### config.mk
export PLATFORM = sky130hd
export DESIGN_NAME = brfrs_cell
export DESIGN_NICKNAME = d
export VERILOG_FILES = /design/src/rtl/brute_force_radius_search_defines.svh /design/src/rtl/brfrs_pkg.sv /design/src/rtl/brfrs_cell.sv
export SDC_FILE = /design/constraint.sdc
export NUM_CORES = 2
export LEC_CHECK = 0
export BUFFER_PORTS_ARGS = -buffer_cell sky130_fd_sc_hd__clkbuf_2
export CORE_UTILIZATION = 47
export DETAILED_ROUTE_END_ITERATION = 7
export PLACE_DENSITY = 0.72
export SLEW_MARGIN = 25
export SYNTH_ARGS = -nofsm -noshare
export SYNTH_HDL_FRONTEND = slang
export SYNTH_SLANG_ARGS = --single-unit
### constraint.sdc
create_clock -name clk -period 10.27 [get_ports clk]
set_input_delay 0.5135 -clock clk [delete_from_list [all_inputs] [get_ports clk]]
set_output_delay 0.5135 -clock clk [all_outputs]
set_load 0.1 [all_outputs]
### src/rtl/brute_force_radius_search_defines.svh
// assertion macros shared by the search block
`ifndef BRUTE_FORCE_RADIUS_SEARCH_DEFINES_SVH
`define BRUTE_FORCE_RADIUS_SEARCH_DEFINES_SVH

// same-cycle implication, checked on every rising edge out of reset
`define BRFRS_ASSERT_NOW(name, ante, cons, msg) \
  name: assert property (@(posedge clk) disable iff (rst) (ante) |-> (cons)) else $error(msg);

// next-cycle implication, checked on every rising edge out of reset
`define BRFRS_ASSERT_NEXT(name, ante, cons, msg) \
  name: assert property (@(posedge clk) disable iff (rst) (ante) |=> (cons)) else $error(msg);

`endif

### src/rtl/brfrs_pkg.sv
package brfrs_pkg;

  // default sizes
  localparam int MAX_POINTS_DEF = 64;
  localparam int MAX_DIMS_DEF   = 32;

  // fixed field widths
  localparam int COORD_W    = 16;
  localparam int DIST_W     = 40;
  localparam int IDX_W      = 6;
  localparam int LANE_W     = 6;
  localparam int DIM_CFG_W  = 6;
  localparam int CFG_IDX_W  = 3;
  localparam int CFG_DATA_W = 40;

  // request commands
  localparam logic [1:0] CMD_CLEAR = 2'd0;
  localparam logic [1:0] CMD_LOAD  = 2'd1;
  localparam logic [1:0] CMD_QUERY = 2'd2;

  // register indexes
  localparam logic [CFG_IDX_W-1:0] REG_METRIC      = 3'd0;
  localparam logic [CFG_IDX_W-1:0] REG_DIMS        = 3'd1;
  localparam logic [CFG_IDX_W-1:0] REG_RADIUS      = 3'd2;
  localparam logic [CFG_IDX_W-1:0] REG_REPORT_IDX  = 3'd3;
  localparam logic [CFG_IDX_W-1:0] REG_REPORT_DIST = 3'd4;

  // token moving down the cell chain, one per stored point (one with pt low for an empty store)
  typedef struct packed {
    logic             vld;   // slot occupied
    logic             pt;    // carries a real point (empty store sends none)
    logic             last;  // final token of this query
    logic [IDX_W-1:0] idx;   // point row
  } tok_t;

  // coordinate write broadcast to every cell
  typedef struct packed {
    logic               ld_en;  // reference coordinate write
    logic               q_en;   // query coordinate write
    logic               first;  // first coordinate: zero the rest of the row
    logic [LANE_W-1:0]  lane;
    logic [IDX_W-1:0]   row;
    logic [COORD_W-1:0] data;
  } wr_t;

endpackage

### src/rtl/brfrs_cell.sv
module brfrs_cell #(
  parameter int MAX_POINTS = brfrs_pkg::MAX_POINTS_DEF,
  parameter int MAX_DIMS   = brfrs_pkg::MAX_DIMS_DEF,
  parameter int LANE       = 0,
  parameter int DW         = $clog2(MAX_DIMS + 1)
) (
  input  logic                        clk,
  input  logic                        rst,
  input  logic                        adv,
  input  logic                        metric,
  input  logic [DW-1:0]               eff_d,
  input  brfrs_pkg::wr_t              wr,
  input  brfrs_pkg::tok_t             tok_in,
  input  logic [brfrs_pkg::DIST_W-1:0] acc_in,
  output brfrs_pkg::tok_t             tok_out,
  output logic [brfrs_pkg::DIST_W-1:0] acc_out
);
  import brfrs_pkg::*;

  localparam int PW = (MAX_POINTS > 1) ? $clog2(MAX_POINTS) : 1;

  // one coordinate column of the point store and one query coordinate
  logic [COORD_W-1:0] mem [MAX_POINTS];
  logic [COORD_W-1:0] q;
  logic [COORD_W-1:0] rdata;
  logic               lane_hit;

  tok_t              a_tok;
  logic [DIST_W-1:0] a_acc;

  logic signed [COORD_W:0] diff;
  logic [COORD_W:0]        mag17;
  logic [COORD_W-1:0]      mag;
  logic [2*COORD_W-1:0]    sq;
  logic [DIST_W-1:0]       term;

  assign lane_hit = (wr.lane == LANE_W'(LANE));

  // column write and registered read
  always_ff @(posedge clk) begin
    if (wr.ld_en && (lane_hit || wr.first)) begin
      mem[wr.row[PW-1:0]] <= lane_hit ? wr.data : '0;
    end
    if (adv) begin
      rdata <= mem[tok_in.idx[PW-1:0]];
    end
  end

  // query coordinate held for the whole evaluation
  always_ff @(posedge clk) begin
    if (wr.q_en && (lane_hit || wr.first)) begin
      q <= lane_hit ? wr.data : '0;
    end
  end

  // first stage: wait for the column read
  always_ff @(posedge clk) begin
    if (rst) begin
      a_tok <= '0;
    end else if (adv) begin
      a_tok <= tok_in;
    end
  end

  always_ff @(posedge clk) begin
    if (adv) begin
      a_acc <= acc_in;
    end
  end

  // distance term for this coordinate
  always_comb begin
    diff  = $signed({q[COORD_W-1], q}) - $signed({rdata[COORD_W-1], rdata});
    mag17 = diff[COORD_W] ? 17'(-diff) : 17'(diff);
    mag   = mag17[COORD_W-1:0];
    sq    = mag * mag;
    if (DW'(LANE) >= eff_d) begin
      term = '0;
    end else if (metric) begin
      term = DIST_W'(sq);
    end else begin
      term = DIST_W'(mag);
    end
  end

  // second stage: add to the running sum and hand on
  always_ff @(posedge clk) begin
    if (rst) begin
      tok_out <= '0;
    end else if (adv) begin
      tok_out <= a_tok;
    end
  end

  always_ff @(posedge clk) begin
    if (adv) begin
      acc_out <= a_acc + term;
    end
  end

endmodule

After elaboration in Yosys (flattened, before gate mapping)
Memory sizes are Yosys's and may differ from the RTL's. A register that Yosys moved wholly into a read port is not among the register bits. Cells that the tools add are included.

Memories kept: 1. Memory bits (writable): 1024. Input port bits: 90. Output and inout port bits: 49. Bits in latches: 0. Word-level logic and storage cells: 27. Memory bits (read-only): 0. Register bits after elaboration: 114.

Memories: mem (words 64, bits a word 16, read ports 1, clocked after memory_dff 1, write ports 1, line brfrs_cell.sv:23) `logic [COORD_W-1:0] mem [MAX_POINTS];`.

$lt $le $gt $ge: 1. $add $sub $neg: 3. Divide/modulo/power cells: 0. Equality and inequality tests: 0. Bitwise gates (word level): 0. Multiplexer cells: 6. $mul: 1. Reduce and logical (&&, ||, !) cells: 4. Shift operators: 0.

Operator list (number): 2-to-1 mux 32 bit (2); adder 40 bit (1); multiplier 16 x 16 -> 32 bit (1); 2-to-1 mux 16 bit (2); subtractor 16 x 16 -> 17 bit (1); negation 16 bit (1); >= comparator 1 x 6 -> 1 bit (first input constant) (1); zero test 6 bit (1); logical AND 1 bit (2); 2-to-1 mux 1 bit (2); logical OR 1 bit (1).

Logic depth before layout (Yosys ltp)
Depth in word-level cells: 7. Gate-level depth with buffers: 52. Gate-level depth less buffers: 50.

Worst setup path after synthesis
OpenSTA, ideal clock, no wires.

Path kind: flip-flop to flip-flop. From: register q[2]. To: register acc_out[34] (netlist bit) (data pin). Setup time: 0.261 ns. Required time: 10.009 ns. Clock period less this slack: 10.525 ns. Data arrival time: 10.265 ns. Stages on the path, launching flop included: 46. Path slack: -0.255 ns. Path buffers: 0. Path through: edfxtp_1 -> ha_1 -> nor2b_1 -> o31a_1 -> o21a_2 -> o41ai_2 -> o211a_1 -> a31o_2 -> o21ai_0 -> xor2_1 -> clkinv_1 -> nand2_1 -> inv_1 -> fa_1 -> inv_1 -> fa_1 -> inv_1 -> fa_1 -> (+10 left out) -> a31oi_1 -> o211ai_1 -> and2_1 -> a21o_1 -> a211oi_1 -> nor3b_1 -> ha_1 -> a21o_1 -> a21oi_1 -> nor2b_1 -> o21ai_0 -> a21boi_0 -> o21ai_0 -> nand2b_1 -> a221o_1 -> a21boi_0 -> nor2_1 -> xor2_1.

Cells in the longest elaborated chain, start to end: 7.

Ends and longest elaborated chain: start: declaration (line brfrs_cell.sv:24) `logic [COORD_W-1:0] q;`; start signal: assignment (line brfrs_cell.sv:52) `q <= lane_hit ? wr.data : '0;`; subtractor 16 x 16 -> 17 bit * (line brfrs_cell.sv:73) `diff = $signed({q[COORD_W-1], q}) - $signed({rdata[COORD_W-1], rdata});`; negation 16 bit (line brfrs_cell.sv:74) `mag17 = diff[COORD_W] ? 17'(-diff) : 17'(diff);`; 2-to-1 mux 16 bit * (line brfrs_cell.sv:74); multiplier 16 x 16 -> 32 bit (line brfrs_cell.sv:76) `sq = mag * mag;`; 2-to-1 mux 32 bit * (line brfrs_cell.sv:79) `end else if (metric) begin`; 2-to-1 mux 32 bit * (line brfrs_cell.sv:77) `if (DW'(LANE) >= eff_d) begin`; adder 40 bit * (line brfrs_cell.sv:97) `acc_out <= a_acc + term;`; end signal: assignment (line brfrs_cell.sv:97); end: declaration (line brfrs_cell.sv:16) `output logic [brfrs_pkg::DIST_W-1:0] acc_out`.

Mark *: on every way between the ends. The rest lies on a longest branch, timed or not. A chain may end at the register's enable or synchronous reset.

Worst setup path in the final report
From: register q[0]. To: register acc_out[38] (netlist bit) (data pin).

The elaborated chain is that of the path after synthesis.

==> impl_metrics.json <==
{
  "cp_data_required_time_ns": 10.68,
  "cts_tree": "built",
  "routabilityCongestion": 0.882,
  "hold_class": "in -> reg",
  "cpPeakStageDelay_ns": 0.58,
  "clock_skew_ns": 0.0873,
  "path_class": "reg -> reg",
  "drt-met1-wl_um": 49600,
  "rsz0062_at_grt": "true",
  "vias": 28600,
  "vias_per_cell": 5.73,
  "grt_first_pass_wirelength_um": 186000,
  "dr_wl_met3_um": 11400,
  "setup_ws_ns": 0.0667,
  "syn-cell-area_sq_um": 53300,
  "clockBufferDepth": 3,
  "numCtsBuffers": 113,
  "synth_compound_area_frac": 0.0306,
  "postSynthCellCount": 3001,
  "globalRouteTotalUtil": 0.218,
  "synth_cell_types": 72,
  "crit_path_max_fanout": 5,
  "port_buffers": 138,
  "rows": 123,
  "relSlewSlack": 0.312,
  "initial_utilization": 0.474,
  "ys.flop_type": "edfxtp_1",
  "synth_mux_area_frac": 0.145,
  "critPathCaptureType": "flip-flop",
  "routed.top_layer": "met4",
  "yosys_warnings": 0,
  "drt_iter0_drc": 2941,
  "clock_sinks": 1154,
  "max_cap_violations": 0,
  "maxSlewViolCount": 0,
  "hold_slack_ns": 0.0335,
  "synth-simple-area-share": 0.0394,
  "tightest_slew_ns": 1.03,
  "arrival_ns": 10.61,
  "instances_no_fill": 4991,
  "syn_nets": 3400,
  "antenna_left": 0,
  "synth_area_leaders": "edfxtp_1 64%, mux4_2 14%, fa_1 6.1%",
  "synth-adder-area-share": 0.0953,
  "grt_max_degree": 125,
  "dp_slack_ns": -0.174,
  "synth_top_family_by_area": "multiplexers",
  "cts.reportedPaths.clkPinSlew_ns": 0.06,
  "synth.top_cell.area_share": 0.640,
  "postSynth.asyncResetShare": 0,
  "hold_viol": 0,
  "place_hpwl_um": 77300,
  "dp.cells": 4721,
  "root_buffer": "clkbuf_16",
  "drc": 0,
  "cpMaxStageDelayCell": "fa_1",
  "dr.pass1.iters": 5,
  "dr_wl_met2_um": 58900,
  "die_area_sq_um": 115000,
  "cts_max_level": 3,
  "fmax_mhz": 98.0,
  "die_h_um": 339,
  "num-fill-cells": 8530,
  "yosysSeqAreaShare": 0.646,
  "grt_overflow": 0,
  "ys_ff_latch": 1154,
  "outcome": "finished, final reports clean",
  "synth_edf_count": 1136,
  "coreArea_sq_um": 112000,
  "finalCritPeriodShare": 0.994,
  "cp_common_cell": "fa_1",
  "fin_crit_ns": 10.20,
  "fp.dieW_um": 339,
  "cp-start-kind": "flip-flop",
  "antenna_found_initial": 4,
  "drive_above_1_share": 0.291,
  "synth-xor-area-share": 0.0150,
  "setup_viol_count_final": 0,
  "io-pin-count": 139,
  "syn_avg_cell_area_sq_um": 17.8,
  "avgRoutedWirePerCell_um": 24.7,
  "syn_to_final_growth_pct": 15.9,
  "postRouteWirelength_um": 123000,
  "synth_area_leader_cell": "edfxtp_1",
  "clk-insertion-delay-late_ns": 0.75,
  "grt_pass1_vias": 29400,
  "layout.nets": 3793
}
cells by family (layout without fill, tap and decap cells):
kind of cell             Yosys count  count (layout)
multiplexers                     355             355
XOR/XNOR                          90              90
adder cells (fa/ha/maj)          309             309
AO/OA/AOI/OAI                    243             243
AND/OR/NAND/NOR                  465             465
buffers and inverters            385             871
flip-flops                      1154            1154
other                              0               4
repair_timing:
action,4_1_cts,5_1_grt
gates resized for setup,74,55
pin swaps,41,42
cloned,1,0
hold buffers,21,0
setup buffers,29,7
setup endpoints to repair,9,19
hold endpoints to repair,21,0
area by class of cell:
type | instances | area (sq um) | share of cell area
diodes | 4 | 10.0 | 0.000162
clock buffers | 138 | 2920 | 0.0473
clock inverters | 70 | 778 | 0.0126
inverters | 275 | 1040 | 0.0168
multi-input cells | 1462 | 17900 | 0.290
flip-flops and latches | 1154 | 34500 | 0.558
well taps | 1500 | 1880 | 0.0304
repair buffers | 388 | 2790 | 0.0452
stage by stage:
step                      cell area (sq um)  setup TNS, ns  utilization
final                                 61800              0        0.549
after global routing                  61800          -3.82        0.549
after CTS                             61500              0        0.546
after detailed placement              57000         -0.968        0.507
after global placement                57000         -0.137        0.507
after floorplan                       53300              0            -
sequential cells by signal, summed over array words and instances, names as in the netlist:
| name | flops |
|---|---|
| a_acc | 40 |
| a_tok | 9 |
| acc_out | 40 |
| mem | 1024 |
| q | 16 |
| rdata | 16 |
| tok_out | 9 |
Yosys cell counts (all sizes together), types with 13 or more instances:
cell,count
o21a,16
buf,37
nand2b,18
a21o,42
mux4,336
nand2,96
fa,162
and3,13
nand3,19
ha,147
o21ai,38
mux2i,18
xor2,25
a211oi,16
edfxtp,1136
dfxtp,18
clkbuf,73
and2,21
nor2,232
a21oi,69
xnor2,64
inv,272
worst paths after layout:
path	endpoint	depth (start not counted)	from	slack (ns)
max	acc_out[38]	45	q[0]	0.07
min reg2reg	a_tok[8]	2	a_tok[8]	0.50
min	a_acc[15]	1	acc_in[15]	0.03
max reg2reg	acc_out[38]	45	q[0]	0.07
routing by layer:
| layer | GRT usage | up-vias |
|---|---|---|
| met3 | 0.0407 | 189 |
| met4 | 0.0652 | 0 |
| li1 | - | 12300 |
| met5 | 0 | - |
| met1 | 0.310 | 14800 |
| met2 | 0.345 | 1264 |
worst max-delay path, delay by kind of cell, from the launching register on:
family	cells	cell delay, ns
AOI/OAI and AO/OA	14	2.93
xor gates and xnor gates	2	0.28
adders and majority gates	10	3.79
buffers and inverters	9	0.95
DFF	1	0.38
and+or+nand+nor	10	1.57
layout by cell type, fill, tap and decap left out, types with 25 or more instances in the layout:
master | synthesis | routed
mux4_2 | 336 | 336
xnor2_1 | 64 | 57
fa_1 | 162 | 160
clkbuf_16 | 0 | 113
clkbuf_2 | 0 | 133
buf_4 | 2 | 213
clkbuf_1 | 71 | 25
inv_1 | 269 | 262
edfxtp_1 | 1136 | 1136
nand2_1 | 96 | 92
nor2_1 | 232 | 212
o21ai_0 | 35 | 27
a21o_1 | 39 | 39
a21oi_1 | 69 | 54
ha_1 | 147 | 132
Power is left out: the tool's default activity adds up to more than one toggle a clock period on the data nets, which glitch-free logic cannot reach.
