### src/rtl/brute_force_radius_search_defines.svh
// assertion macros shared by the search block
`ifndef BRUTE_FORCE_RADIUS_SEARCH_DEFINES_SVH
`define BRUTE_FORCE_RADIUS_SEARCH_DEFINES_SVH

// same-cycle implication, checked on every rising edge out of reset
`define BRFRS_ASSERT_NOW(name, ante, cons, msg) \
  name: assert property (@(posedge clk) disable iff (rst) (ante) |-> (cons)) else $error(msg);

// next-cycle implication, checked on every rising edge out of reset
`define BRFRS_ASSERT_NEXT(name, ante, cons, msg) \
  name: assert property (@(posedge clk) disable iff (rst) (ante) |=> (cons)) else $error(msg);

`endif

### src/rtl/brfrs_pkg.sv
package brfrs_pkg;

  // default sizes
  localparam int MAX_POINTS_DEF = 64;
  localparam int MAX_DIMS_DEF   = 32;

  // fixed field widths
  localparam int COORD_W    = 16;
  localparam int DIST_W     = 40;
  localparam int IDX_W      = 6;
  localparam int LANE_W     = 6;
  localparam int DIM_CFG_W  = 6;
  localparam int CFG_IDX_W  = 3;
  localparam int CFG_DATA_W = 40;

  // request commands
  localparam logic [1:0] CMD_CLEAR = 2'd0;
  localparam logic [1:0] CMD_LOAD  = 2'd1;
  localparam logic [1:0] CMD_QUERY = 2'd2;

  // register indexes
  localparam logic [CFG_IDX_W-1:0] REG_METRIC      = 3'd0;
  localparam logic [CFG_IDX_W-1:0] REG_DIMS        = 3'd1;
  localparam logic [CFG_IDX_W-1:0] REG_RADIUS      = 3'd2;
  localparam logic [CFG_IDX_W-1:0] REG_REPORT_IDX  = 3'd3;
  localparam logic [CFG_IDX_W-1:0] REG_REPORT_DIST = 3'd4;

  // token moving down the cell chain, one per stored point (one with pt low for an empty store)
  typedef struct packed {
    logic             vld;   // slot occupied
    logic             pt;    // carries a real point (empty store sends none)
    logic             last;  // final token of this query
    logic [IDX_W-1:0] idx;   // point row
  } tok_t;

  // coordinate write broadcast to every cell
  typedef struct packed {
    logic               ld_en;  // reference coordinate write
    logic               q_en;   // query coordinate write
    logic               first;  // first coordinate: zero the rest of the row
    logic [LANE_W-1:0]  lane;
    logic [IDX_W-1:0]   row;
    logic [COORD_W-1:0] data;
  } wr_t;

endpackage

### src/rtl/brfrs_out.sv
module brfrs_out (
  input  logic                          clk,
  input  logic                          rst,
  input  brfrs_pkg::tok_t               tail,
  input  logic [brfrs_pkg::DIST_W-1:0]  tail_acc,
  input  logic [brfrs_pkg::DIST_W-1:0]  radius_raw,
  input  logic                          report_index,
  input  logic                          report_distance,
  output logic                          adv,
  output logic                          out_valid,
  input  logic                          out_ready,
  output logic                          found,
  output logic [brfrs_pkg::IDX_W-1:0]   point_index,
  output logic [brfrs_pkg::DIST_W-1:0]  raw_dist,
  output logic                          last
);
  import brfrs_pkg::*;

  // one match held back until we know whether it is the final one
  logic              pend_v;
  logic [IDX_W-1:0]  pend_idx;
  logic [DIST_W-1:0] pend_dist;
  logic              done;
  logic              hit;

  // chain moves only when the output register is free or being taken
  assign adv = !out_valid || out_ready;
  assign hit = tail.vld && tail.pt && (tail_acc <= radius_raw);

  // output valid and held-match bookkeeping; out_valid only changes on adv
  always_ff @(posedge clk) begin
    if (rst) begin
      out_valid <= 1'b0;
      pend_v    <= 1'b0;
      done      <= 1'b0;
    end else if (adv) begin
      if (hit) begin
        // new match pushes the held one out
        out_valid <= pend_v;
        pend_v    <= 1'b1;
        if (tail.last) begin
          done <= 1'b1;
        end
      end else if (tail.vld) begin
        out_valid <= 1'b0;
        if (tail.last) begin
          done <= 1'b1;
        end
      end else if (done) begin
        // flush held match as final, or report nothing found
        out_valid <= 1'b1;
        pend_v    <= 1'b0;
        done      <= 1'b0;
      end else begin
        out_valid <= 1'b0;
      end
    end
  end

  // result payload
  always_ff @(posedge clk) begin
    if (adv) begin
      if (hit) begin
        if (pend_v) begin
          found       <= 1'b1;
          point_index <= pend_idx;
          raw_dist    <= pend_dist;
          last        <= 1'b0;
        end
        pend_idx  <= report_index ? tail.idx : '0;
        pend_dist <= report_distance ? tail_acc : '0;
      end else if (!tail.vld && done) begin
        found       <= pend_v;
        point_index <= pend_v ? pend_idx : '0;
        raw_dist    <= pend_v ? pend_dist : '0;
        last        <= 1'b1;
      end
    end
  end

endmodule

### config.mk
export PLATFORM = sky130hd
export DESIGN_NAME = brfrs_out
export DESIGN_NICKNAME = d
export VERILOG_FILES = /design/src/rtl/brute_force_radius_search_defines.svh /design/src/rtl/brfrs_pkg.sv /design/src/rtl/brfrs_out.sv
export SDC_FILE = /design/constraint.sdc
export NUM_CORES = 1
export LEC_CHECK = 0
export ABC_AREA = 0
export ABC_CLOCK_PERIOD_IN_PS = 6900
export BUFFER_PORTS_ARGS = -buffer_cell sky130_fd_sc_hd__buf_2
export CAP_MARGIN = 20
export CELL_PAD_IN_SITES_DETAIL_PLACEMENT = 1
export CELL_PAD_IN_SITES_GLOBAL_PLACEMENT = 1
export CORE_MARGIN = 2
export CORE_UTILIZATION = 41
export CTS_CLUSTER_DIAMETER = 60
export CTS_CLUSTER_SIZE = 28
export DETAILED_ROUTE_END_ITERATION = 10
export PLACE_DENSITY = 0.89
export SYNTH_ARGS = -nofsm -noshare
export SYNTH_HDL_FRONTEND = slang
export SYNTH_SLANG_ARGS = --single-unit
### constraint.sdc
create_clock -name clk -period 6.9 [get_ports clk]
set_input_delay 1.38 -clock clk [delete_from_list [all_inputs] [get_ports clk]]
set_output_delay 1.38 -clock clk [all_outputs]
set_load 0.1 [all_outputs]
-- Word level (Yosys, flattened, before mapping)
Index checks and enable logic that the tools add are counted.
- register bits: 97
- input port bits: 94
- logic and storage cells: 46
- output and inout port bits: 50
- magnitude comparators: 1
- reduce and logical (&&, ||, !) cells: 11
- multiplexer cells: 23
- equality and inequality tests: 2
- operator list (cell ; number):
    40-bit two-way mux ; 4
    40-bit less-or-equal comparator ; 1
    6-bit two-way mux ; 4
    1-bit two-way mux ; 15
    3-bit AND reduction ; 2
    2-bit nonzero test ; 2
    1-bit logical AND ; 3
    1-bit zero test ; 2
    2-bit by 1-bit inequality test with 1-bit output (second input constant) ; 1
    2-bit inequality test (second input constant) ; 1
    2-bit AND reduction ; 1
    1-bit logical OR ; 1

-- Depth between registers and ports, before layout
Gate-level depths: netlist (run 1).
- word-level depth: 4
- gate-level depth with buffers: 10
- gate-level depth less buffers: 9

-- Least setup slack after synthesis (run 1)
Ideal clock, no wire load.
- path type: input to register
- start: input port radius_raw[13] in the netlist's numbering
- end: register pend_dist[0], enable pin
- data arrival time: 4977 ps
- stages: 10
- path buffers: 1
- library setup time: 450 ps
- required time: 6450 ps
- path slack: 1474 ps
- cells stage by stage: inv_1 -> ha_1 -> a21oi_2 -> o21ai_1 -> a221o_1 -> a211o_1 -> a211oi_2 -> o21bai_4 -> buf_6 -> nor2_1
- longest elaborated chain between the ends: 3
- RTL lines (element ; line ; source):
    from (decl) ; brfrs_out.sv:6 ; input logic [brfrs_pkg::DIST_W-1:0] radius_raw,
    40-bit less-or-equal comparator ; brfrs_out.sv:28 ; assign hit = tail.vld && tail.pt && (tail_acc <= radius_raw);
    1-bit logical AND ; brfrs_out.sv:28 ;
    2-bit AND reduction (no source line) ; - ;
    to (signal assigned) ; brfrs_out.sv:71 ; pend_dist <= report_distance ? tail_acc : '0;
    to (decl) ; brfrs_out.sv:22 ; logic [DIST_W-1:0] pend_dist;
Every way passes these cells.
A chain may end at the register's enable or synchronous reset.

-- Worst setup path after layout (run 1)
- start: input port tail_acc[13] in the netlist's numbering
- end: register raw_dist[17] in the netlist's numbering, enable pin
- longest elaborated chain between the ends: 4
- elaborated cells on any way between the ends: 5
- those cells by class: order compare (1); eq/ne (1); reduce/logical (3)
- RTL lines (element ; line ; source):
    from (decl) ; brfrs_out.sv:5 ; input logic [brfrs_pkg::DIST_W-1:0] tail_acc,
    40-bit less-or-equal comparator (*) ; brfrs_out.sv:28 ;
    1-bit logical AND (*) ; brfrs_out.sv:28 ;
    2-bit inequality test (no source line) or 2-bit nonzero test (tied branches) ; - ;
    3-bit AND reduction (no source line) (*) ; - ;
    to (signal assigned) ; brfrs_out.sv:67 ; raw_dist <= pend_dist;
    to (signal assigned) ; brfrs_out.sv:75 ; raw_dist <= pend_v ? pend_dist : '0;
    to (decl) ; brfrs_out.sv:14 ; output logic [brfrs_pkg::DIST_W-1:0] raw_dist,
Mark *: on every way between the ends. The rest lies on a longest branch, timed or not.

==> impl_metrics.tcl, run 1 <==
set metrics [dict create \
    insertion_delay_ps 340 \
    slew_headroom 0.352 \
    num_vias 3320 \
    worst_slack_ps 2570 \
    fmax_mhz 231 \
    min_period_over_period 0.628 \
    cts_root_buf "clkbuf_16" \
    cts.clk_slew.worst_paths_ps 60 \
    dp_hpwl_um 8770 \
    ys_seq_area_frac 0.599 \
    ys_ff_latch 97 \
    grt_pass1_vias 3522 \
    hp-class "reg -> reg" \
    routed_wl_um 11100 \
    drtAntennaViolNets 0 \
    peakVddDrop_uv 106 \
    crit_fanout 28 \
    ios 144 \
    grt_max_degree 48 \
    synth_cells 365 \
    setup-tns-final_ps 0 \
    final_util 0.525 \
    rsz0062_at_grt "false" \
    core.rowCount 39 \
    status "complete, no violations" \
    multiInputGateArea_um2 1700 \
    grt_antenna_before_repair 1 \
    crit_top_cell "o21bai_4" \
    fp.coreArea_um2 11400 \
    htree_levels 3 \
    start_util 0.421 \
    drive_above_1_share 0.366 \
    dieArea_um2 12600 \
    routedWlPerCell_um 16.9 \
    fillerInstances 1229 \
    slew_viol_final 0 \
    fin_crit_ps 4330 \
    synthesis.area_um2 4810 \
    post-cts-setup-buffers 0 \
    cpMaxStageDelayCell "o21bai_4" \
    gr-total-overflow 0 \
    path_buf_inv 2 \
    ys_warn_count 0 \
    synth_cell_types 35 \
    clkSinkCount 97 \
    chipWidth_um 112 \
    leakagePower_nw 2.62 \
    grt_pass1_wl_um 17400 \
    grtUsageTotal 0.180 \
    synth_nets 499 \
    cp.required_ps 6910 \
    path_cells "buf_2 -> ha_1 -> a21oi_2 -> o21ai_1 -> a221o_1 -> a211o_1 -> a211oi_2 -> o21bai_4 -> o21bai_4 -> buf_4" \
    cts_tree "yes" \
    drt_iter0_drc 102 \
    setup_violations 0 \
    syn_to_final_growth_pct 24.7 \
    crit_type "in -> reg" \
    cts_made_buffers 9 \
    die_h_um 112 \
    end_kind "register" \
    preCtsSetupSlack_ps 2190 \
    io_buffer_count 143 \
    firstDrtPassIters 4 \
    cts_max_path_buffers 2 \
    power_density_nw_per_um2 242 \
    synth.avg_cell_area_um2 13.2 \
    cts_resized 0 \
    cp.arrival_ps 4340 \
    hold_buffers 0 \
    seq_area_um2 2880 \
    avgViaCountPerCell 5.05 \
    remaining_drc_errors 0 \
    slowest_delay_ps 610 \
    critPathLaunchType "input port" \
    critPathTopFamily "compound AO/OA/AOI/OAI gates" \
    holdWs_ps 545 \
    skew_ps 7.26 \
    maxCapViolations 0 \
    routabilityCongestion 0.807 \
    hold_violations 0 \
    nNetsFinal 642 \
    worst_pin_slew_ps 970 \
    final_cell_count_no_fill 657 \
    placed_cells 640 \
]
-- through the flow --
step	instance area [um2]	power, W
3_5_place_dp	5650	0.000903
2_1_floorplan	4810	0.000836
3_3_place_gp	5650	0.000892
4_1_cts	6000	0.00147
5_1_grt	6000	0.00151
6_report	6000	0.00145
-- power breakdown --
| part | total (W) | internal, W | switching, W | leakage [nW] |
|---|---|---|---|---|
| Clock | 0.000566 | 0.000356 | 0.000211 | 0.159 |
| Sequential | 0.000675 | 0.000669 | 0.00000511 | 0.946 |
| Combinational | 0.000213 | 0.0000674 | 0.000145 | 1.51 |
| Total | 0.00145 | 0.00109 | 0.000361 | 2.62 |
-- cell type report --
class / count / area share
clock buffer: 10 / 0.0382
antenna: 1 / 0.000417
tap: 143 / 0.0298
multi-input combinational: 212 / 0.283
sequential: 97 / 0.481
clock inverter: 6 / 0.0190
inverter: 42 / 0.0263
timing repair buffer: 146 / 0.123
-- placed cells by master, fill, tap and decap left out, types with 3 or more instances in the layout --
master     Yosys  routed
nor3_1         3       3
o21ai_0        3       3
nand4_1        9       9
nand3_1        5       5
a21boi_1      26      26
buf_2          0     143
inv_1         42      41
nand2_1       12      12
a21oi_1       16      16
nor2_1         8       7
dfxtp_1        3       3
clkbuf_16      0       9
and2_1        47      47
ha_1          40      40
edfxtp_1      94      94
nor2b_1        3       3
a21boi_2      19      19
bufinv_16      0       3
buf_4          0       3
-- synthesized netlist by cell type, drive strengths merged --
| cell type | count | share of area |
|---|---|---|
| nor2 | 8 | 0.0062 |
| a21o | 2 | 0.0031 |
| a21boi | 46 | 0.087 |
| nand3 | 5 | 0.0052 |
| nor3 | 3 | 0.0031 |
| o22ai | 1 | 0.0042 |
| clkbuf | 9 | 0.0070 |
| o31ai | 1 | 0.0016 |
| inv | 42 | 0.033 |
| dfxtp | 3 | 0.012 |
| buf | 5 | 0.012 |
| o32ai | 1 | 0.0018 |
| a221o | 1 | 0.0021 |
| nand2 | 12 | 0.0094 |
| and2 | 47 | 0.061 |
| o21a | 1 | 0.0016 |
| nor2b | 3 | 0.0039 |
| nand4 | 9 | 0.012 |
| nor4 | 2 | 0.0026 |
| o21ai | 4 | 0.0042 |
| nand2b | 1 | 0.0013 |
| ha | 40 | 0.10 |
| o21bai | 2 | 0.0062 |
| a211o | 1 | 0.0018 |
| a21oi | 18 | 0.020 |
| a211oi | 2 | 0.0042 |
| o211ai | 1 | 0.0016 |
| edfxtp | 94 | 0.59 |
| a2bb2oi | 1 | 0.0018 |
-- cells by family after synthesis --
kind of cell / Yosys count / share of synthesized area
DFF: 97 / 0.599
and+or+nand+nor: 90 / 0.105
AOI/OAI and AO/OA: 82 / 0.141
buffers and inverters: 56 / 0.0515
adders and majority gates: 40 / 0.104
-- registers in the layout, indices dropped and copies added, names as in the netlist --
| name | flops |
|---|---|
| last | 1 |
| out_valid | 1 |
| pend_v | 1 |
| pend_idx | 6 |
| raw_dist | 40 |
| point_index | 6 |
| done | 1 |
| pend_dist | 40 |
| found | 1 |
-- worst paths after layout --
check | end | cells after the start | startpoint | slack, ps
worst max-delay path | raw_dist[17]$_DFFE_PP_ | 10 | tail_acc[13] | 2570
worst min-delay path | done$_SDFFE_PP0P_ | 2 | done$_SDFFE_PP0P_ | 540
worst max register to register | raw_dist[17]$_DFFE_PP_ | 5 | out_valid$_SDFFE_PP0P_ | 4710
worst min register to register | done$_SDFFE_PP0P_ | 2 | done$_SDFFE_PP0P_ | 540
-- tightest hold or removal path: stages, from the launching register on --
cell and delay [ps]:
dfxtp_1 320, a21oi_1 130, nor3_1 50
-- metal layers --
layer | up-vias | global-route usage | part of all wire
li1 | 1604 | - | -
met4 | 0 | 0.0837 | 0.028
met1 | 1592 | 0.207 | 0.38
met3 | 22 | 0.0232 | 0.035
met5 | - | 0 | 0
met2 | 102 | 0.333 | 0.55
Note: power is estimated with default switching activity, not from simulation.
==> inputs of run 2 (changes only) <==
--- a/config.mk
+++ b/config.mk
@@ -6,7 +6,7 @@
 export NUM_CORES = 1
 export LEC_CHECK = 0
 export ABC_AREA = 0
-export ABC_CLOCK_PERIOD_IN_PS = 6900
+export ABC_CLOCK_PERIOD_IN_PS = 4100
 export BUFFER_PORTS_ARGS = -buffer_cell sky130_fd_sc_hd__buf_2
 export CAP_MARGIN = 20
 export CELL_PAD_IN_SITES_DETAIL_PLACEMENT = 1
==> constraint.sdc (replaced) <==
create_clock -name clk -period 4.1 [get_ports clk]
set_input_delay 0.82 -clock clk [delete_from_list [all_inputs] [get_ports clk]]
set_output_delay 0.82 -clock clk [all_outputs]
set_load 0.1 [all_outputs]
==> impl_metrics.tcl, run 2 (same netlist as run 1, synthesis figures left out) <==
set metrics [dict create \
    status "complete, no violations" \
    nNetsFinal 644 \
    gr-total-overflow 0 \
    core.rowCount 39 \
    insertion_delay_ps 350 \
    hold_violations 0 \
    slew_headroom 0.357 \
    setup-tns-final_ps 0 \
    peakVddDrop_uv 212 \
    reg_top3 "pend_dist (40), raw_dist (40)" \
    fmax_mhz 303 \
    routedWlPerCell_um 17.5 \
    diodes 0 \
    min_period_over_period 0.805 \
    final_util 0.528 \
    final_common_cell "buf_2" \
    routabilityCongestion 0.800 \
    routed_wl_um 11500 \
    cts_made_buffers 9 \
    drive_above_1_share 0.369 \
    grt_max_degree 48 \
    path_cells "buf_2 -> ha_1 -> nand4_1 -> nor4_1 -> nand4_1 -> a21oi_1 -> a211oi_2 -> o21bai_4 -> buf_4 -> a21boi_1" \
    leakagePower_nw 2.64 \
    syn_to_final_growth_pct 25.2 \
    start_util 0.421 \
    clkSinkCount 97 \
    firstDrtPassIters 4 \
    io_buffer_count 143 \
    crit_top_cell "nand4_1" \
    cp.arrival_ps 3340 \
    crit_type "in -> reg" \
    crit_fanout 35 \
    cts_root_buf "clkbuf_16" \
    num_vias 3345 \
    hp-class "reg -> reg" \
    cts_tree "yes" \
    maxCapViolations 0 \
    avgViaCountPerCell 5.08 \
    post-cts-setup-buffers 0 \
    grt_antenna_before_repair 0 \
    htree_levels 3 \
    hold_buffers 0 \
    remaining_drc_errors 0 \
    placed_cells 642 \
    chipWidth_um 112 \
    slowest_delay_ps 520 \
    cp.required_ps 4140 \
    slew_viol_final 0 \
    drtAntennaViolNets 0 \
    grt_pass1_vias 3690 \
    critPathLaunchType "input port" \
    final_cell_mix "buf_2 (143), edfxtp_1 (94), and2_1 (47)" \
    setup_violations 0 \
    drt_iter0_drc 115 \
    ios 144 \
    end_kind "register" \
    dieArea_um2 12600 \
    power_density_nw_per_um2 410 \
    cts.clk_slew.worst_paths_ps 70 \
    worst_pin_slew_ps 962 \
    grtUsageTotal 0.189 \
    cpMaxStageDelayCell "nor4_1" \
    fp.coreArea_um2 11400 \
    skew_ps 7.95 \
    p_total_w 0.00247 \
    cts_resized 0 \
    grt_pass1_wl_um 18300 \
    fin_crit_ps 3300 \
    final_cell_count_no_fill 658 \
    rsz0062_at_grt "false" \
    dp_hpwl_um 8680 \
    cts_max_path_buffers 2 \
    die_h_um 112 \
]
==> run 2: changes by cell type in the layout (fill, tap and decap cells not counted) <==
cell        change
clkinv_1        +1
clkinvlp_4      -2
diode_2         -1
buf_4           +1
clkbuf_1        -1
clkinv_2        +1
inv_6           +1
buf_12          +1
==> run 2: cell type report <==
| cell class | count | area (um2) |
|---|---|---|
| Clock buffer | 9 | 225 |
| Clock inverter | 7 | 116 |
| Fill cell | 1229 | 5400 |
| Inverter | 42 | 158 |
| Multi-Input combinational cell | 212 | 1700 |
| Sequential cell | 97 | 2880 |
| Tap cell | 143 | 179 |
| Timing Repair Buffer | 148 | 766 |
==> run 2: path summary, 6_finish.rpt <==
| check | from | endpoint | slack [ps] | cells past startpoint |
|---|---|---|---|---|
| setup / recovery | tail_acc[22] | raw_dist[22]$_DFFE_PP_ | 800 | 10 |
| hold / removal | done$_SDFFE_PP0P_ | done$_SDFFE_PP0P_ | 530 | 2 |
| setup reg to reg | out_valid$_SDFFE_PP0P_ | last$_DFFE_PP_ | 2140 | 5 |
| hold reg to reg | done$_SDFFE_PP0P_ | done$_SDFFE_PP0P_ | 530 | 2 |
==> run 2: stage by stage <==
stage,hold slack [ps],instance area [um2],worst slack [ps]
after CTS,535,6020,766
final,528,6020,801
after global placement,493,5680,637
after detailed placement,525,5680,472
after floorplan,479,4820,8.33
after global routing,562,6020,624
==> run 2: metal layers <==
| layer | share of wire | global-route usage | vias to the layer above |
|---|---|---|---|
| li1 | - | - | 1600 |
| met1 | 0.37 | 0.204 | 1605 |
| met2 | 0.54 | 0.352 | 103 |
| met3 | 0.043 | 0.0394 | 37 |
| met4 | 0.042 | 0.0927 | 0 |
| met5 | 0 | 0 | - |
==> run 2: report_power, final <==
group / total (W) / switching, W / leakage [nW] / internal [W]
combinational: 0.000365 / 0.000248 / 1.52 / 0.000117
sequential: 0.00113 / 0.00000838 / 0.946 / 0.00113
clock: 0.000971 / 0.000374 / 0.168 / 0.000598
total: 0.00247 / 0.000630 / 2.64 / 0.00184
==> run 2: worst max-delay path: cells and delay by family <==
family / cells / cell delay [ps]
and+or+nand+nor: 3 / 920
AOI/OAI and AO/OA: 4 / 710
buffers and inverters: 2 / 560
adders and majority gates: 1 / 310
==> inputs of run 3 (changes only) <==
--- a/config.mk
+++ b/config.mk
@@ -6,7 +6,7 @@
 export NUM_CORES = 1
 export LEC_CHECK = 0
 export ABC_AREA = 0
-export ABC_CLOCK_PERIOD_IN_PS = 4100
+export ABC_CLOCK_PERIOD_IN_PS = 3300
 export BUFFER_PORTS_ARGS = -buffer_cell sky130_fd_sc_hd__buf_2
 export CAP_MARGIN = 20
 export CELL_PAD_IN_SITES_DETAIL_PLACEMENT = 1
==> constraint.sdc (replaced) <==
create_clock -name clk -period 3.3 [get_ports clk]
set_input_delay 0.66 -clock clk [delete_from_list [all_inputs] [get_ports clk]]
set_output_delay 0.66 -clock clk [all_outputs]
set_load 0.1 [all_outputs]
==> impl_metrics.tcl, run 3 (same netlist as run 1, synthesis figures left out) <==
set metrics [dict create \
    reg_top3 "pend_dist (40), raw_dist (40)" \
    cts_tree "yes" \
    end_kind "register" \
    clkSinkCount 97 \
    hold_buffers 0 \
    fmax_mhz 355 \
    grt_pass1_vias 3714 \
    cts_resized 0 \
    power_density_nw_per_um2 476 \
    setup-tns-final_ps 0 \
    syn_to_final_growth_pct 29.2 \
    core.rowCount 39 \
    routedWlPerCell_um 18.0 \
    slew_headroom 0.325 \
    critPathLaunchType "input port" \
    nNetsFinal 649 \
    avgViaCountPerCell 5.10 \
    status "complete, no violations" \
    routabilityCongestion 0.817 \
    drt_iter0_drc 129 \
    final_cell_mix "buf_2 (143), edfxtp_1 (94), and2_1 (47)" \
    io_buffer_count 143 \
    leakagePower_nw 2.63 \
    cts_root_buf "clkbuf_16" \
    min_period_over_period 0.854 \
    crit_fanout 11 \
    worst_pin_slew_ps 1010 \
    insertion_delay_ps 340 \
    skew_ps 3.79 \
    gr-total-overflow 0 \
    slew_viol_final 0 \
    remaining_drc_errors 0 \
    routed_wl_um 12000 \
    setup_violations 0 \
    cp.arrival_ps 2850 \
    post-cts-setup-buffers 0 \
    hold_violations 0 \
    final_common_cell "buf_2" \
    worst_slack_ps 482 \
    drtAntennaViolNets 0 \
    hp-class "reg -> reg" \
    holdWs_ps 535 \
    grtUsageTotal 0.196 \
    cp.required_ps 3330 \
    num_vias 3390 \
    drive_above_1_share 0.417 \
    fin_crit_ps 2820 \
    rsz0062_at_grt "false" \
    ios 144 \
    peakVddDrop_uv 326 \
    die_h_um 112 \
    fp.coreArea_um2 11400 \
    maxCapViolations 0 \
    cts.clk_slew.worst_paths_ps 70 \
    dp_hpwl_um 9130 \
    preCtsSetupSlack_ps 139 \
    cts_max_path_buffers 2 \
    cts_made_buffers 9 \
    grt_max_degree 48 \
    firstDrtPassIters 6 \
    crit_type "in -> reg" \
    grt_antenna_before_repair 2 \
    chipWidth_um 112 \
    grt_pass1_wl_um 18900 \
    htree_levels 3 \
    start_util 0.421 \
    dieArea_um2 12600 \
]
run 3: changes by cell type in the layout (fill, tap and decap cells not counted), moves of 3 or more:
cell / change
ha_4: +10
buf_12: +3
ha_1: -10
clkinvlp_4: +3
inv_4: +3
inv_2: +6
inv_1: -10
run 3: layout make-up:
class                   instances  area [um2]
well taps                     143         179
fillers                      1227        5200
clock buffers                   9         225
flip-flops and latches         97        2880
multi-input cells             212        1830
repair buffers                153         841
clock inverters                 7        78.8
inverters                      42         178
diodes                          2        5.00
run 3: power breakdown:
part	internal (W)	switching (W)
combinational	0.000167	0.000324
clock	0.000593	0.000468
sequential	0.00140	0.0000102
total	0.00216	0.000802
run 3: critical path: stages:
cell and delay, ps:
buf_2 160, inv_12 30, ha_4 250, nand4_1 160, nor4_1 330, buf_4 170, nand4_1 130, a21oi_1 190
a211oi_2 80, o21bai_4 290, buf_4 280, a21boi_0 120
run 3: final timing paths:
check | startpoint | end | slack, ps | cells after the start
min reg2reg | done$_SDFFE_PP0P_ | done$_SDFFE_PP0P_ | 530 | 2
max | radius_raw[21] | point_index[5]$_DFFE_PP_ | 480 | 12
min | done$_SDFFE_PP0P_ | done$_SDFFE_PP0P_ | 530 | 2
max reg2reg | out_valid$_SDFFE_PP0P_ | raw_dist[28]$_DFFE_PP_ | 1490 | 5
run 3: per-layer routing:
layer | routed length, um | share of wire | global-route usage | up-vias
met5 | 0 | 0 | 0 | -
met4 | 330 | 0.028 | 0.0943 | 0
met3 | 643 | 0.054 | 0.0400 | 23
met2 | 6400 | 0.53 | 0.354 | 108
met1 | 4590 | 0.38 | 0.221 | 1646
li1 | - | - | - | 1613
run 3: per-stage QoR:
step | power [W] | std cells | utilization | instance area, um2
6_report | 0.00296 | 665 | 0.544 | 6220
5_1_grt | 0.00308 | 664 | 0.544 | 6210
4_1_cts | 0.00299 | 663 | 0.544 | 6210
3_5_place_dp | 0.00193 | 647 | 0.517 | 5910
3_3_place_gp | 0.00190 | 647 | 0.517 | 5910
2_1_floorplan | 0.00176 | 365 | - | 4980
